<file path="config.mk">
export PLATFORM = sky130hd
export DESIGN_NAME = spatial_focus_navigator
export DESIGN_NICKNAME = d
export VERILOG_FILES = /design/src/hw/rtl/sfn_pkg.sv /design/src/hw/rtl/sfn_ctrl.sv /design/src/hw/rtl/sfn_datapath.sv /design/src/hw/rtl/spatial_focus_navigator.sv
export SDC_FILE = /design/constraint.sdc
export NUM_CORES = 2
export LEC_CHECK = 0
export BUFFER_PORTS_ARGS = -buffer_cell sky130_fd_sc_hd__buf_2
export CORE_MARGIN = 4
export CORE_UTILIZATION = 55
export DETAILED_ROUTE_END_ITERATION = 12
export PLACE_DENSITY_LB_ADDON = 0.15
export SLEW_MARGIN = 20
export SYNTH_ARGS = -nofsm -noshare
export SYNTH_HDL_FRONTEND = slang
export SYNTH_SLANG_ARGS = --single-unit
</file>
<file path="constraint.sdc">
create_clock -name aclk -period 10.3 [get_ports aclk]
set_clock_uncertainty 0.2 [all_clocks]
set_input_delay 0.515 -clock aclk [delete_from_list [all_inputs] [get_ports aclk]]
set_output_delay 0.515 -clock aclk [all_outputs]
set_load 0.01 [all_outputs]
</file>
<file path="src/hw/rtl/sfn_pkg.sv">
// ----------------------------------------------------------------------------
// sfn_pkg: shared types and constants of the spatial focus navigator
// State encoding, request codes, field widths and the command and status
// structures that join the controller to the datapath.
// ----------------------------------------------------------------------------
package sfn_pkg;

    // Request codes carried on s_tuser.
    typedef enum logic [1:0] {
        REQ_CLEAR  = 2'd0,
        REQ_APPEND = 2'd1,
        REQ_BUILD  = 2'd2,
        REQ_MOVE   = 2'd3
    } sfn_req_t;

    // Move directions; also the slot order inside a neighbor row.
    localparam logic [1:0] DIR_UP    = 2'd0;
    localparam logic [1:0] DIR_DOWN  = 2'd1;
    localparam logic [1:0] DIR_LEFT  = 2'd2;
    localparam logic [1:0] DIR_RIGHT = 2'd3;
    localparam int         NUM_DIRS  = 4;

    // Input field widths.
    localparam int POS_W  = 15;
    localparam int SIZE_W = 12;
    localparam int DIR_W  = 2;
    localparam int REQ_W  = 2;

    // Doubled center, center delta, its magnitude and the squared distance.
    localparam int CX_W   = 18;
    localparam int DELTA_W = 19;
    localparam int ABS_W  = 17;
    localparam int SQ_W   = 34;
    localparam int DIST_W = 35;

    // Result field widths and packed stream widths.
    localparam int FOCUS_W   = 5;
    localparam int S_TDATA_W = 56;
    localparam int M_TDATA_W = 8;

    typedef enum logic [3:0] {
        ST_IDLE,
        ST_EXEC,
        ST_MOVE_AP,
        ST_B_SREAD,
        ST_B_SLOAD,
        ST_B_ISSUE,
        ST_B_DRAIN,
        ST_B_WRITE,
        ST_RESP
    } sfn_state_t;

    typedef struct packed {
        logic latch_req;
        logic do_clear;
        logic do_append;
        logic build_empty;
        logic build_done;
        logic move_rd;
        logic move_apply;
        logic s_init;
        logic s_read;
        logic s_load;
        logic s_next;
        logic t_issue;
        logic row_write;
        logic resp_load;
    } sfn_cmd_t;

    typedef struct packed {
        sfn_req_t req_type;
        logic     count_zero;
        logic     t_last;
        logic     s_last;
        logic     pipe_busy;
    } sfn_stat_t;

    typedef struct packed {
        logic               table_full;
        logic               focus_changed;
        logic               focus_valid;
        logic [FOCUS_W-1:0] focus_index;
    } sfn_result_t;

endpackage

</file>
<file path="src/hw/rtl/sfn_ctrl.sv">
// ----------------------------------------------------------------------------
// sfn_ctrl: request sequencer
// Accepts one request at a time, steps the datapath through clear, append,
// move and the element-by-element neighbor build, then hands off the result.
// ----------------------------------------------------------------------------
module sfn_ctrl (
    input  logic              aclk,
    input  logic              aresetn,
    input  logic              req_fire,
    input  logic              out_free,
    input  sfn_pkg::sfn_stat_t stat,
    output logic              req_ready,
    output sfn_pkg::sfn_cmd_t  cmd
);

    sfn_pkg::sfn_state_t state_reg;
    sfn_pkg::sfn_state_t state_next;

    always_ff @(posedge aclk) begin
        if (!aresetn) begin
            state_reg <= sfn_pkg::ST_IDLE;
        end else begin
            state_reg <= state_next;
        end
    end

    always_comb begin
        state_next = state_reg;
        cmd        = '0;
        req_ready  = 1'b0;
        unique case (state_reg)
            sfn_pkg::ST_IDLE: begin
                req_ready = 1'b1;
                if (req_fire) begin
                    cmd.latch_req = 1'b1;
                    state_next    = sfn_pkg::ST_EXEC;
                end
            end
            sfn_pkg::ST_EXEC: begin
                unique case (stat.req_type)
                    sfn_pkg::REQ_CLEAR: begin
                        cmd.do_clear = 1'b1;
                        state_next   = sfn_pkg::ST_RESP;
                    end
                    sfn_pkg::REQ_APPEND: begin
                        cmd.do_append = 1'b1;
                        state_next    = sfn_pkg::ST_RESP;
                    end
                    sfn_pkg::REQ_BUILD: begin
                        if (stat.count_zero) begin
                            cmd.build_empty = 1'b1;
                            state_next      = sfn_pkg::ST_RESP;
                        end else begin
                            cmd.s_init = 1'b1;
                            state_next = sfn_pkg::ST_B_SREAD;
                        end
                    end
                    sfn_pkg::REQ_MOVE: begin
                        cmd.move_rd = 1'b1;
                        state_next  = sfn_pkg::ST_MOVE_AP;
                    end
                    default: begin
                        state_next = sfn_pkg::ST_RESP;
                    end
                endcase
            end
            sfn_pkg::ST_MOVE_AP: begin
                cmd.move_apply = 1'b1;
                state_next     = sfn_pkg::ST_RESP;
            end
            sfn_pkg::ST_B_SREAD: begin
                cmd.s_read = 1'b1;
                state_next = sfn_pkg::ST_B_SLOAD;
            end
            sfn_pkg::ST_B_SLOAD: begin
                cmd.s_load = 1'b1;
                state_next = sfn_pkg::ST_B_ISSUE;
            end
            sfn_pkg::ST_B_ISSUE: begin
                cmd.t_issue = 1'b1;
                if (stat.t_last) begin
                    state_next = sfn_pkg::ST_B_DRAIN;
                end
            end
            sfn_pkg::ST_B_DRAIN: begin
                if (!stat.pipe_busy) begin
                    state_next = sfn_pkg::ST_B_WRITE;
                end
            end
            sfn_pkg::ST_B_WRITE: begin
                cmd.row_write = 1'b1;
                if (stat.s_last) begin
                    cmd.build_done = 1'b1;
                    state_next     = sfn_pkg::ST_RESP;
                end else begin
                    cmd.s_next = 1'b1;
                    state_next = sfn_pkg::ST_B_SREAD;
                end
            end
            sfn_pkg::ST_RESP: begin
                if (out_free) begin
                    cmd.resp_load = 1'b1;
                    state_next    = sfn_pkg::ST_IDLE;
                end
            end
            default: begin
                state_next = sfn_pkg::ST_IDLE;
            end
        endcase
    end

endmodule

</file>
<file path="src/hw/rtl/sfn_datapath.sv">
// ----------------------------------------------------------------------------
// sfn_datapath: element table, distance pipeline and focus state
// Holds the doubled-center memories, the neighbor row memory, the element
// count and the focus, and runs one source/target pair per cycle through a
// three-stage delta, square and compare pipeline during a build.
// ----------------------------------------------------------------------------
module sfn_datapath #(
    parameter int MAX_ELEMENTS = 32
) (
    input  logic                           aclk,
    input  logic                           aresetn,
    input  sfn_pkg::sfn_cmd_t              cmd,
    input  logic [sfn_pkg::REQ_W-1:0]      in_req_type,
    input  logic [sfn_pkg::POS_W-1:0]      in_pos_x,
    input  logic [sfn_pkg::POS_W-1:0]      in_pos_y,
    input  logic [sfn_pkg::SIZE_W-1:0]     in_width,
    input  logic [sfn_pkg::SIZE_W-1:0]     in_height,
    input  logic [sfn_pkg::DIR_W-1:0]      in_move_direction,
    output sfn_pkg::sfn_stat_t             stat,
    output sfn_pkg::sfn_result_t           result
);

    localparam int IDX_W  = $clog2(MAX_ELEMENTS);
    localparam int CNT_W  = $clog2(MAX_ELEMENTS + 1);
    localparam int LINK_W = IDX_W + 1;
    localparam int ROW_W  = sfn_pkg::NUM_DIRS * LINK_W;

    // Latched request.
    logic [sfn_pkg::REQ_W-1:0]  req_type_reg;
    logic [sfn_pkg::POS_W-1:0]  pos_x_reg;
    logic [sfn_pkg::POS_W-1:0]  pos_y_reg;
    logic [sfn_pkg::SIZE_W-1:0] width_reg;
    logic [sfn_pkg::SIZE_W-1:0] height_reg;
    logic [sfn_pkg::DIR_W-1:0]  dir_reg;

    // Table state.
    logic [CNT_W-1:0] count_reg;
    logic [IDX_W-1:0] focus_idx_reg;
    logic             focus_vld_reg;
    logic             changed_reg;
    logic             full_reg;

    // Memories.
    logic [sfn_pkg::CX_W-1:0] cx_mem [MAX_ELEMENTS];
    logic [sfn_pkg::CX_W-1:0] cy_mem [MAX_ELEMENTS];
    logic [ROW_W-1:0]         link_mem [MAX_ELEMENTS];
    logic [sfn_pkg::CX_W-1:0] rd_x_reg;
    logic [sfn_pkg::CX_W-1:0] rd_y_reg;
    logic [ROW_W-1:0]         link_rd_reg;

    // Build loop.
    logic [IDX_W-1:0]         s_reg;
    logic [IDX_W-1:0]         t_reg;
    logic [sfn_pkg::CX_W-1:0] cs_x_reg;
    logic [sfn_pkg::CX_W-1:0] cs_y_reg;

    // Pipeline.
    logic                          p1_valid_reg;
    logic [IDX_W-1:0]              p1_t_reg;
    logic                          p2_valid_reg;
    logic [IDX_W-1:0]              p2_t_reg;
    logic [1:0]                    p2_dir_reg;
    logic [sfn_pkg::ABS_W-1:0]     p2_ax_reg;
    logic [sfn_pkg::ABS_W-1:0]     p2_ay_reg;
    logic                          p3_valid_reg;
    logic [IDX_W-1:0]              p3_t_reg;
    logic [1:0]                    p3_dir_reg;
    logic [sfn_pkg::SQ_W-1:0]      p3_sqx_reg;
    logic [sfn_pkg::SQ_W-1:0]      p3_sqy_reg;

    logic [sfn_pkg::DIST_W-1:0] best_dist_reg [sfn_pkg::NUM_DIRS];
    logic [IDX_W-1:0]           best_idx_reg  [sfn_pkg::NUM_DIRS];
    logic                       best_vld_reg  [sfn_pkg::NUM_DIRS];

    // Combinational helpers.
    logic [sfn_pkg::CX_W-1:0]    new_cx;
    logic [sfn_pkg::CX_W-1:0]    new_cy;
    logic                        table_full_now;
    logic [IDX_W-1:0]            rd_addr;
    logic [CNT_W-1:0]            count_m1;
    logic [IDX_W-1:0]            last_idx;
    logic [sfn_pkg::DELTA_W-1:0] dx;
    logic [sfn_pkg::DELTA_W-1:0] dy;
    logic [sfn_pkg::DELTA_W-1:0] adx;
    logic [sfn_pkg::DELTA_W-1:0] ady;
    logic [sfn_pkg::ABS_W-1:0]   ax;
    logic [sfn_pkg::ABS_W-1:0]   ay;
    logic [1:0]                  dir_now;
    logic [sfn_pkg::DIST_W-1:0]  dist_now;
    logic                        take_now;
    logic [ROW_W-1:0]            row_data;
    logic [LINK_W-1:0]           move_link;
    logic [sfn_pkg::FOCUS_W+IDX_W-1:0] focus_ext;

    // Doubled center: 2*pos + size, sign-extended to the center width.
    assign new_cx = {{2{pos_x_reg[sfn_pkg::POS_W-1]}}, pos_x_reg, 1'b0}
                  + {{(sfn_pkg::CX_W - sfn_pkg::SIZE_W){1'b0}}, width_reg};
    assign new_cy = {{2{pos_y_reg[sfn_pkg::POS_W-1]}}, pos_y_reg, 1'b0}
                  + {{(sfn_pkg::CX_W - sfn_pkg::SIZE_W){1'b0}}, height_reg};

    assign table_full_now = (count_reg == CNT_W'(MAX_ELEMENTS));
    assign rd_addr        = cmd.s_read ? s_reg : t_reg;
    assign count_m1       = count_reg - CNT_W'(1);
    assign last_idx       = count_m1[IDX_W-1:0];

    // Stage one: center delta, magnitudes and dominant-axis direction.
    assign dx  = {rd_x_reg[sfn_pkg::CX_W-1], rd_x_reg} - {cs_x_reg[sfn_pkg::CX_W-1], cs_x_reg};
    assign dy  = {rd_y_reg[sfn_pkg::CX_W-1], rd_y_reg} - {cs_y_reg[sfn_pkg::CX_W-1], cs_y_reg};
    assign adx = dx[sfn_pkg::DELTA_W-1] ? (~dx + sfn_pkg::DELTA_W'(1)) : dx;
    assign ady = dy[sfn_pkg::DELTA_W-1] ? (~dy + sfn_pkg::DELTA_W'(1)) : dy;
    assign ax  = adx[sfn_pkg::ABS_W-1:0];
    assign ay  = ady[sfn_pkg::ABS_W-1:0];

    always_comb begin
        if (ax > ay) begin
            dir_now = dx[sfn_pkg::DELTA_W-1] ? sfn_pkg::DIR_LEFT : sfn_pkg::DIR_RIGHT;
        end else if (!dy[sfn_pkg::DELTA_W-1] && (dy != '0)) begin
            dir_now = sfn_pkg::DIR_DOWN;
        end else begin
            // A zero delta falls here and counts as up.
            dir_now = sfn_pkg::DIR_UP;
        end
    end

    // Stage three: strict compare keeps the earlier target on a tie.
    assign dist_now = {1'b0, p3_sqx_reg} + {1'b0, p3_sqy_reg};
    assign take_now = p3_valid_reg &&
                      (!best_vld_reg[p3_dir_reg] || (dist_now < best_dist_reg[p3_dir_reg]));

    always_comb begin
        for (int d = 0; d < sfn_pkg::NUM_DIRS; d++) begin
            row_data[d*LINK_W +: LINK_W] = {best_vld_reg[d], best_idx_reg[d]};
        end
    end

    assign move_link = link_rd_reg[dir_reg*LINK_W +: LINK_W];

    // Memories. A neighbor row is only read at the focus, and the focus is
    // valid only after a build has rewritten every row up to the count.
    always_ff @(posedge aclk) begin
        if (cmd.do_append && !table_full_now) begin
            cx_mem[count_reg[IDX_W-1:0]] <= new_cx;
            cy_mem[count_reg[IDX_W-1:0]] <= new_cy;
        end
        rd_x_reg <= cx_mem[rd_addr];
        rd_y_reg <= cy_mem[rd_addr];
    end

    always_ff @(posedge aclk) begin
        if (cmd.row_write) begin
            link_mem[s_reg] <= row_data;
        end
        if (cmd.move_rd) begin
            link_rd_reg <= link_mem[focus_idx_reg];
        end
    end

    // Request latch and payload pipeline registers.
    always_ff @(posedge aclk) begin
        if (cmd.latch_req) begin
            req_type_reg <= in_req_type;
            pos_x_reg    <= in_pos_x;
            pos_y_reg    <= in_pos_y;
            width_reg    <= in_width;
            height_reg   <= in_height;
            dir_reg      <= in_move_direction;
        end
        if (cmd.s_load) begin
            cs_x_reg <= rd_x_reg;
            cs_y_reg <= rd_y_reg;
        end
        p1_t_reg   <= t_reg;
        p2_t_reg   <= p1_t_reg;
        p2_dir_reg <= dir_now;
        p2_ax_reg  <= ax;
        p2_ay_reg  <= ay;
        p3_t_reg   <= p2_t_reg;
        p3_dir_reg <= p2_dir_reg;
        p3_sqx_reg <= p2_ax_reg * p2_ax_reg;
        p3_sqy_reg <= p2_ay_reg * p2_ay_reg;
        for (int d = 0; d < sfn_pkg::NUM_DIRS; d++) begin
            if (take_now && (p3_dir_reg == 2'(d))) begin
                best_dist_reg[d] <= dist_now;
                best_idx_reg[d]  <= p3_t_reg;
            end
        end
    end

    // Control state.
    always_ff @(posedge aclk) begin
        if (!aresetn) begin
            count_reg     <= '0;
            focus_idx_reg <= '0;
            focus_vld_reg <= 1'b0;
            changed_reg   <= 1'b0;
            full_reg      <= 1'b0;
            s_reg         <= '0;
            t_reg         <= '0;
            p1_valid_reg  <= 1'b0;
            p2_valid_reg  <= 1'b0;
            p3_valid_reg  <= 1'b0;
            for (int d = 0; d < sfn_pkg::NUM_DIRS; d++) begin
                best_vld_reg[d] <= 1'b0;
            end
        end else begin
            if (cmd.latch_req) begin
                changed_reg <= 1'b0;
                full_reg    <= 1'b0;
            end
            if (cmd.do_clear) begin
                count_reg     <= '0;
                focus_idx_reg <= '0;
                focus_vld_reg <= 1'b0;
            end
            if (cmd.do_append) begin
                if (table_full_now) begin
                    full_reg <= 1'b1;
                end else begin
                    count_reg <= count_reg + CNT_W'(1);
                end
            end
            if (cmd.build_empty) begin
                focus_idx_reg <= '0;
                focus_vld_reg <= 1'b0;
            end
            if (cmd.build_done) begin
                focus_idx_reg <= '0;
                focus_vld_reg <= 1'b1;
                changed_reg   <= 1'b1;
            end
            if (cmd.move_apply && focus_vld_reg && move_link[LINK_W-1]) begin
                focus_idx_reg <= move_link[IDX_W-1:0];
                changed_reg   <= 1'b1;
            end
            if (cmd.s_init) begin
                s_reg <= '0;
            end else if (cmd.s_next) begin
                s_reg <= s_reg + IDX_W'(1);
            end
            if (cmd.s_load) begin
                t_reg <= '0;
            end else if (cmd.t_issue) begin
                t_reg <= t_reg + IDX_W'(1);
            end
            p1_valid_reg <= cmd.t_issue && (t_reg != s_reg);
            p2_valid_reg <= p1_valid_reg;
            p3_valid_reg <= p2_valid_reg;
            for (int d = 0; d < sfn_pkg::NUM_DIRS; d++) begin
                if (cmd.s_load) begin
                    best_vld_reg[d] <= 1'b0;
                end else if (take_now && (p3_dir_reg == 2'(d))) begin
                    best_vld_reg[d] <= 1'b1;
                end
            end
        end
    end

    assign stat.req_type   = sfn_pkg::sfn_req_t'(req_type_reg);
    assign stat.count_zero = (count_reg == '0);
    assign stat.t_last     = (t_reg == last_idx);
    assign stat.s_last     = (s_reg == last_idx);
    assign stat.pipe_busy  = p1_valid_reg || p2_valid_reg || p3_valid_reg;

    assign focus_ext            = {{sfn_pkg::FOCUS_W{1'b0}}, focus_idx_reg};
    assign result.focus_index   = focus_vld_reg ? focus_ext[sfn_pkg::FOCUS_W-1:0] : '0;
    assign result.focus_valid   = focus_vld_reg;
    assign result.focus_changed = changed_reg;
    assign result.table_full    = full_reg;

endmodule

</file>
<file path="src/hw/rtl/spatial_focus_navigator.sv">
// ----------------------------------------------------------------------------
// spatial_focus_navigator: four-way focus navigation over a rectangle table
// Top level: stream ports, controller, datapath and the result register.
// ----------------------------------------------------------------------------
// One request word is taken at a time and each gives exactly one result word.
// Clear and append go from the request latch straight to the result; a move
// takes one state more, since the neighbor row is read from memory first.
// A build runs, for each source element, one center read, one load, one
// target issue per element at one pair per cycle through the three-stage
// distance pipeline (the pair of a source with itself is skipped), a drain
// of the pipeline and one neighbor row write. Each result waits until the
// output register is free. The next request is accepted as soon as the
// result is in the output register, even while that result still waits on
// m_tready.
module spatial_focus_navigator #(
    parameter int MAX_ELEMENTS = 32
) (
    input  logic                            aclk,
    input  logic                            aresetn,
    input  logic                            s_tvalid,
    output logic                            s_tready,
    // pos_x[14:0], pos_y[29:15], width[41:30], height[53:42],
    // move_direction[55:54]
    input  logic [sfn_pkg::S_TDATA_W-1:0]   s_tdata,
    // req_type[1:0]
    input  logic [sfn_pkg::REQ_W-1:0]       s_tuser,
    output logic                            m_tvalid,
    input  logic                            m_tready,
    // focus_index[4:0], focus_valid[5], focus_changed[6], table_full[7]
    output logic [sfn_pkg::M_TDATA_W-1:0]   m_tdata
);

    sfn_pkg::sfn_cmd_t    cmd;
    sfn_pkg::sfn_stat_t   stat;
    sfn_pkg::sfn_result_t result;

    logic                          out_valid_reg;
    logic [sfn_pkg::M_TDATA_W-1:0] out_data_reg;
    logic                          out_free;
    logic                          req_ready;

    assign out_free = !out_valid_reg || m_tready;
    assign s_tready = req_ready;

    sfn_ctrl u_ctrl (
        .aclk      (aclk),
        .aresetn   (aresetn),
        .req_fire  (s_tvalid && req_ready),
        .out_free  (out_free),
        .stat      (stat),
        .req_ready (req_ready),
        .cmd       (cmd)
    );

    sfn_datapath #(
        .MAX_ELEMENTS (MAX_ELEMENTS)
    ) u_datapath (
        .aclk              (aclk),
        .aresetn           (aresetn),
        .cmd               (cmd),
        .in_req_type       (s_tuser),
        .in_pos_x          (s_tdata[14:0]),
        .in_pos_y          (s_tdata[29:15]),
        .in_width          (s_tdata[41:30]),
        .in_height         (s_tdata[53:42]),
        .in_move_direction (s_tdata[55:54]),
        .stat              (stat),
        .result            (result)
    );

    always_ff @(posedge aclk) begin
        if (!aresetn) begin
            out_valid_reg <= 1'b0;
        end else if (cmd.resp_load) begin
            out_valid_reg <= 1'b1;
        end else if (m_tready) begin
            out_valid_reg <= 1'b0;
        end
    end

    always_ff @(posedge aclk) begin
        if (cmd.resp_load) begin
            out_data_reg <= result;
        end
    end

    assign m_tvalid = out_valid_reg;
    assign m_tdata  = out_data_reg;

endmodule

</file>
======== After elaboration in Yosys (flattened, before gate mapping) ========
Memory sizes are Yosys's and may differ from the RTL's. A register that Yosys moved wholly into a read port is not among the register bits.
Index checks and enable logic that the tools add are counted.
storage, ports and cells
  register bits ........................... 255
  memory bits (writable) .................. 2084
  memories kept ........................... 6
cells by class
  add/subtract/negate cells ............... 11
  $mul .................................... 3
  $lt $le $gt $ge ......................... 2
  equal/unequal tests ..................... 22
  shift-type cells ........................ 1
  multiplexer cells ....................... 110
  bitwise logic cells ..................... 11
  reductions and logical operators ........ 38
memories
  name                      words  width  read ports  clocked after memory_dff  write ports  line                RTL
  u_datapath.link_mem       32     24     1           1                         1            sfn_datapath.sv:46  logic [ROW_W-1:0] link_mem [MAX_ELEMENTS];
  u_datapath.cx_mem         32     18     1           1                         1            sfn_datapath.sv:44  logic [sfn_pkg::CX_W-1:0] cx_mem [MAX_ELEMENTS];
  u_datapath.cy_mem         32     18     1           1                         1            sfn_datapath.sv:45  logic [sfn_pkg::CX_W-1:0] cy_mem [MAX_ELEMENTS];
  u_datapath.best_dist_reg  4      35     1           1                         1            sfn_datapath.sv:71  logic [sfn_pkg::DIST_W-1:0] best_dist_reg [sfn_pkg::NUM_DIRS];
  u_datapath.best_idx_reg   4      5      4           0                         1            sfn_datapath.sv:72  logic [IDX_W-1:0] best_idx_reg [sfn_pkg::NUM_DIRS];
  u_datapath.best_vld_reg   4      1      5           1                         4            sfn_datapath.sv:73  logic best_vld_reg [sfn_pkg::NUM_DIRS];
operator list
  cell                                                                    count
  35-bit 2-to-1 mux                                                       3
  35-bit OR reduction                                                     3
  1-bit 2-to-1 mux                                                        78
  17-bit by 17-bit multiplier with 34-bit output                          2
  5-bit 2-to-1 mux                                                        8
  18-bit by 18-bit subtractor with 19-bit output                          2
  4-bit one-hot mux with 9 select lines                                   1
  34-bit by 34-bit adder with 35-bit output                               1
  35-bit < comparator                                                     1
  16-bit by 13-bit adder with 17-bit output                               2
  17-bit by 1-bit adder with 17-bit output (second input constant)        2
  17-bit 2-to-1 mux                                                       2
  17-bit inverter                                                         2
  4-bit 2-to-1 mux                                                        6
  24-bit by 6-bit indexed part select with 6-bit output                   1
  19-bit nonzero test                                                     1
  6-bit 2-to-1 mux                                                        3
  17-bit > comparator                                                     1
  4-bit by 3-bit equality test with 1-bit output (second input constant)  4
  5-bit OR reduction                                                      3
  2-bit 2-to-1 mux                                                        7
  4-bit one-hot mux with 3 select lines                                   1
  1-bit logical AND                                                       11
  5-bit by 1-bit adder with 5-bit output (second input constant)          2
  26 further kinds                                                        51

======== Depth between registers and ports, before layout ========
  word-level depth ........................ 11
  gate-level depth with buffers ........... 25

======== Modules after synthesis ========
A second synthesis with hierarchy kept.
unflattened totals
  cells, all modules ...................... 6635
  area total of the unflattened synthesis .. 108261.3 um^2
modules (own cells, without submodules)
  module                   instances  cells an instance  area an instance (um^2)  sequential area each (um^2)
  sfn_datapath             1          6563               107521.9                 67714.9
  sfn_ctrl                 1          59                 444.2                    80.1
  spatial_focus_navigator  1          13                 295.3                    260.2

======== Worst setup path after synthesis ========
Ideal clock, no wire load.
  kind .................................... flip-flop to flip-flop
  start point ............................. register u_datapath.p3_sqy_reg[3] (netlist bit)
  end point ............................... memory u_datapath.best_dist_reg[0][0] (netlist bit) (enable)
  arrival ................................. 10.375 ns
  slack ................................... -0.929 ns
  stages on the path, launching flop included .. 22
  buffers on the path ..................... 0
  period minus slack after synthesis ...... 11.229 ns
  cell sequence ........................... dfxtp_1 > ha_1 > a21o_1 > a21oi_1 > o21ai_1 > and3_1 > o311a_1 > o21ai_0 > nand2b_1 > a21o_1 > a21oi_1 > xnor2_1 > ha_1 > a21o_1 > a21o_1 > a21o_1 > a21oi_1 > nor2b_1 > o21ai_0 > nand2b_1 > a221o_1 > a2111oi_0
on the way
  word-level cells in the longest chain between the ends .. 11
ends and longest elaborated chain
  item                                                                                line                 RTL
  start: declaration                                                                  sfn_datapath.sv:69   logic [sfn_pkg::SQ_W-1:0] p3_sqy_reg;
  start signal: assignment                                                            sfn_datapath.sv:180  p3_sqy_reg <= p2_ay_reg * p2_ay_reg;
  34-bit by 34-bit adder with 35-bit output (*)                                       sfn_datapath.sv:126  assign dist_now = {1'b0, p3_sqx_reg} + {1'b0, p3_sqy_reg};
  via u_datapath.dist_now (one bit)                                                   sfn_datapath.sv:89   logic [sfn_pkg::DIST_W-1:0] dist_now;
  35-bit < comparator (*)                                                             sfn_datapath.sv:128  (!best_vld_reg[p3_dir_reg] || (dist_now < best_dist_reg[p3_dir_reg]));
  1-bit logical OR (*)                                                                sfn_datapath.sv:128
  1-bit logical AND (*)                                                               sfn_datapath.sv:127  assign take_now = p3_valid_reg &&
  1-bit logical AND                                                                   sfn_datapath.sv:182  if (take_now && (p3_dir_reg == 2'(d))) begin
  1-bit 2-to-1 mux                                                                    sfn_datapath.sv:182
  1-bit 2-to-1 mux (implied by the code)                                              sfn_datapath.sv:183  best_dist_reg[d] <= dist_now;
  35-bit OR reduction (no line)                                                       n/a
  2-bit 2-to-1 mux (no line) / 1-bit 2-to-1 mux (equally long branches) (3 in a row)  n/a
  end: declaration                                                                    sfn_datapath.sv:71
The timed path passes the listed nets; every way through them passes the cells marked *.

======== Final worst setup path ========
  start point ............................. register u_datapath.p2_ay_reg[4] (netlist bit)
  end point ............................... register u_datapath.p3_sqy_reg[32] (netlist bit)
on the way
  word-level cells in the longest chain between the ends .. 1
ends and longest elaborated chain
  item                                            line                 RTL
  start: declaration                              sfn_datapath.sv:64   logic [sfn_pkg::ABS_W-1:0] p2_ay_reg;
  start signal: assignment                        sfn_datapath.sv:176  p2_ay_reg <= ay;
  17-bit by 17-bit multiplier with 34-bit output  sfn_datapath.sv:180
Every way passes these cells.
A chain may end at the register's enable or synchronous reset.

==> results.cfg <==
[synth]
synthesis.area_mm2 = 0.108
async_reset_ff_frac = 0
synth_edf_count = 2141
ys_seq_area_frac = 0.631
yosys_warnings = 0
synth_fp_nets = 7442
synth_cells = 6626
synth_cell_types = 75
ys_seq_elements = 2329
synth_top_flop_cell = edfxtp_1
avgSynthCellArea_um2 = 16.3

[setup_path]
criticalPathCategory = flip-flop to flip-flop
worst-path-stages = 24
reg2reg_depth = 24
cp_max_fo = 17
path_buf_inv = 6
cp-end-kind = flip-flop
slowest_stage = dfxtp_1
critPathTopFamily = adder cells
cp_slowest_stage_delay_ns = 0.78
r2r_slack_ns = 3.16
arrival_ns = 7.64
crit_path_start = u_datapath.p2_ay_reg[4]
reg2reg_from = u_datapath.p2_ay_reg[4]
regToRegEndpoint = u_datapath.p3_sqy_reg[32]
worstSetupStartpointType = flip-flop
cpMostUsedCell = inv_1
crit_path_cell_trace = and2_1 -> inv_1 -> fa_1 -> inv_1 -> fa_1 -> inv_1 -> fa_1 -> inv_1 -> ha_1 -> fa_1 -> inv_1 -> fa_1 -> inv_1 -> ha_1 -> o21a_1 -> o21ai_0 -> a211oi_1 -> nand3_1 -> a21oi_1 -> o41ai_1 -> or3_1 -> a21oi_1 -> a311oi_1 -> xnor2_1
cp.required_ns = 10.80

[layout]
area_growth_pct = 11.7
fin_util = 0.618
top_register = u_datapath.link_mem
final_nets = 7659
fill_cells = 14200
largest_register_ffs = 768
layout-drive-gt1-share = 0.176

[timing]
slew_headroom = 0.206
slew_violations = 0
setup-violations-final = 0
fin_crit_sh = 0.693
final.setup.worst_slack_ns = 3.16
tightest_slew_ns = 1.19
fmax_mhz = 140
rsz0062_at_grt = no
period_minus_slack_ns = 7.14
hold_viol = 0

[drt]
drt_iter0_drc = 5557
ant_nets = 0
wl_mm = 252
wl_per_cell_um = 26.0
drt_pass1_iterations = 5
avgViaCountPerCell = 5.94
drc = 0
num_vias = 57400

[global_route]
grt_pass1_wl_mm = 379
grt.total_usage = 0.251
gr-total-overflow = 0
grt_pass1_vias = 59400
antenna_found_initial = 3
grt_max_degree = 112

[floorplan]
die_h_um = 451
rows = 162
die_x_um = 451
top_level_ports = 72
start_util = 0.553
core_mm2 = 0.195
design.die.area_mm2 = 0.203

[placement]
place_hpwl_mm = 146
routabilityCongestion = 0.842
pre_cts_ws_ns = 3.28
io_buffers = 71

[worst_hold_path]
worstHoldPathType = flip-flop to flip-flop
holdPathStages = 0
hold_end = u_datapath.p3_dir_reg[1]
hold_start = u_datapath.p2_dir_reg[1]

[clocking]
ctsResizeCount = 0
cts_tree = done
cts_root_buf = clkbuf_16
clk_pin_slew_ns = 0.07
htreeDepth = 4
clk_latency_ns = 0.87
cts_buffer_depth = 3
cts-buffers-inserted = 223
cts_setup_buffers = 0
cts_sinks = 2329

[pwr]
finalPower_mw = 33.7
leakagePower_nw = 43.9
p_per_area_mw_per_mm2 = 279
vdd_drop_max_uv = 674

[run]
maxCapViolations = 0

[run_status]
outcome = completed
[report_power, final]
part / switching [mW] / leakage, nW / internal [mW]
clock: 3.52 / 3.62 / 4.65
combinational: 8.49 / 19.4 / 5.69
sequential: 0.150 / 20.9 / 11.2
[through the flow]
stage / instances / hold WS, ns / area, µm² / setup TNS (ns)
4_1_cts: 9644 / 0.0860 / 120000 / 0
3_3_place_gp: 9163 / 0.110 / 112000 / 0
2_1_floorplan: 6626 / 0.110 / 108000 / -74.31
5_1_grt: 9657 / 0.118 / 120000 / 0
6_report: 9657 / 0.126 / 120000 / 0
3_5_place_dp: 9167 / 0.112 / 112000 / 0
[cells in the mapped netlist, types with 18 or more instances]
library cell	number	area, µm²
nor2b_1	40	250
nand2b_1	27	169
a21oi_1	133	666
nor2_1	213	800
ha_1	368	4600
nand3_1	213	1070
edfxtp_1	2141	64300
mux4_2	553	12500
o21bai_1	18	135
and2_1	131	820
buf_2	26	130
o21ai_0	93	465
xnor2_1	137	1200
clkbuf_1	181	679
a21o_1	59	443
fa_1	386	7730
dfxtp_1	188	3760
and3_1	19	119
buf_1	36	135
nor3_1	38	190
nand2_1	554	2080
inv_1	700	2630
o21ai_1	20	100
o21a_1	35	263
xor2_1	67	587
mux2_2	30	338
nand4_1	21	131
[how the worst max path moves through the flow]
stage,endpoint,slack (ns)
2_1_floorplan,u_datapath.best_dist_reg[0][0],-0.93
3_3_place_gp,u_datapath.p3_sqy_reg[32],3.36
3_5_place_dp,u_datapath.p3_sqy_reg[32],3.28
4_1_cts,u_datapath.p3_sqy_reg[32],3.22
5_1_grt,u_datapath.p3_sqy_reg[32],2.76
6_report,u_datapath.p3_sqy_reg[32],3.16
[kinds of logic after synthesis]
family,synth area share
DFF,0.631
and+or+nand+nor,0.0560
buffers and inverters,0.0337
adders and majority gates,0.114
xor gates and xnor gates,0.0167
muxes,0.120
AOI/OAI and AO/OA,0.0283
[layout by cell type, fill, tap and decap left out, drive strengths merged, types with 10 or more instances in the layout]
master       instances
a211oi              11
a21boi              11
a21o                59
a21oi              136
a31oi               10
and2               131
and3                19
buf                181
bufinv              20
clkbuf             285
clkinv              98
dfxtp              188
dlygate4sd3         63
edfxtp            2141
fa                 386
ha                 368
inv                703
mux2                30
mux2i               12
mux4               553
nand2              554
nand2b              27
nand3              213
nand4               21
nor2               213
nor2b               40
nor3                38
nor4                11
o211ai              12
o21a                35
o21ai              113
o21bai              18
o31ai               10
or3                 11
xnor2              138
xor2                67
[cell type report]
type                    instances  area [µm²]  share of cell area
flip-flops and latches       2329       68100               0.565
multi-input cells            3345       37000               0.307
clock buffers                 285        6030              0.0501
well taps                    2624        3280              0.0273
inverters                     700        2630              0.0218
repair buffers                244        2090              0.0174
clock inverters               129        1340              0.0111
diodes                          1        2.50           0.0000208
[layer usage]
metal / vias up / part of all wire / track usage
met4: 2 / 0.031 / 0.0752
met3: 408 / 0.063 / 0.0356
met1: 30000 / 0.40 / 0.342
met5: - / 0.000048 / 0
met2: 2008 / 0.50 / 0.426
li1: 24900 / - / -
[what timing repair did]
action	CTS	global route
endpoints found under the hold margin	85	0
hold buffers	63	0
endpoints found under the setup margin	0	0
[worst reg2reg max path: stages, from the launching register on]
cell	delay [ns]
dfxtp_1	0.78
and2_1	0.27
inv_1	0.07
fa_1	0.53
inv_1	0.06
fa_1	0.52
inv_1	0.05
fa_1	0.50
inv_1	0.04
ha_1	0.30
fa_1	0.50
inv_1	0.05
fa_1	0.47
inv_1	0.04
ha_1	0.34
o21a_1	0.13
o21ai_0	0.10
a211oi_1	0.43
nand3_1	0.14
a21oi_1	0.35
o41ai_1	0.18
or3_1	0.34
a21oi_1	0.27
a311oi_1	0.16
xnor2_1	0.15
(Power assumes the default switching activity.)
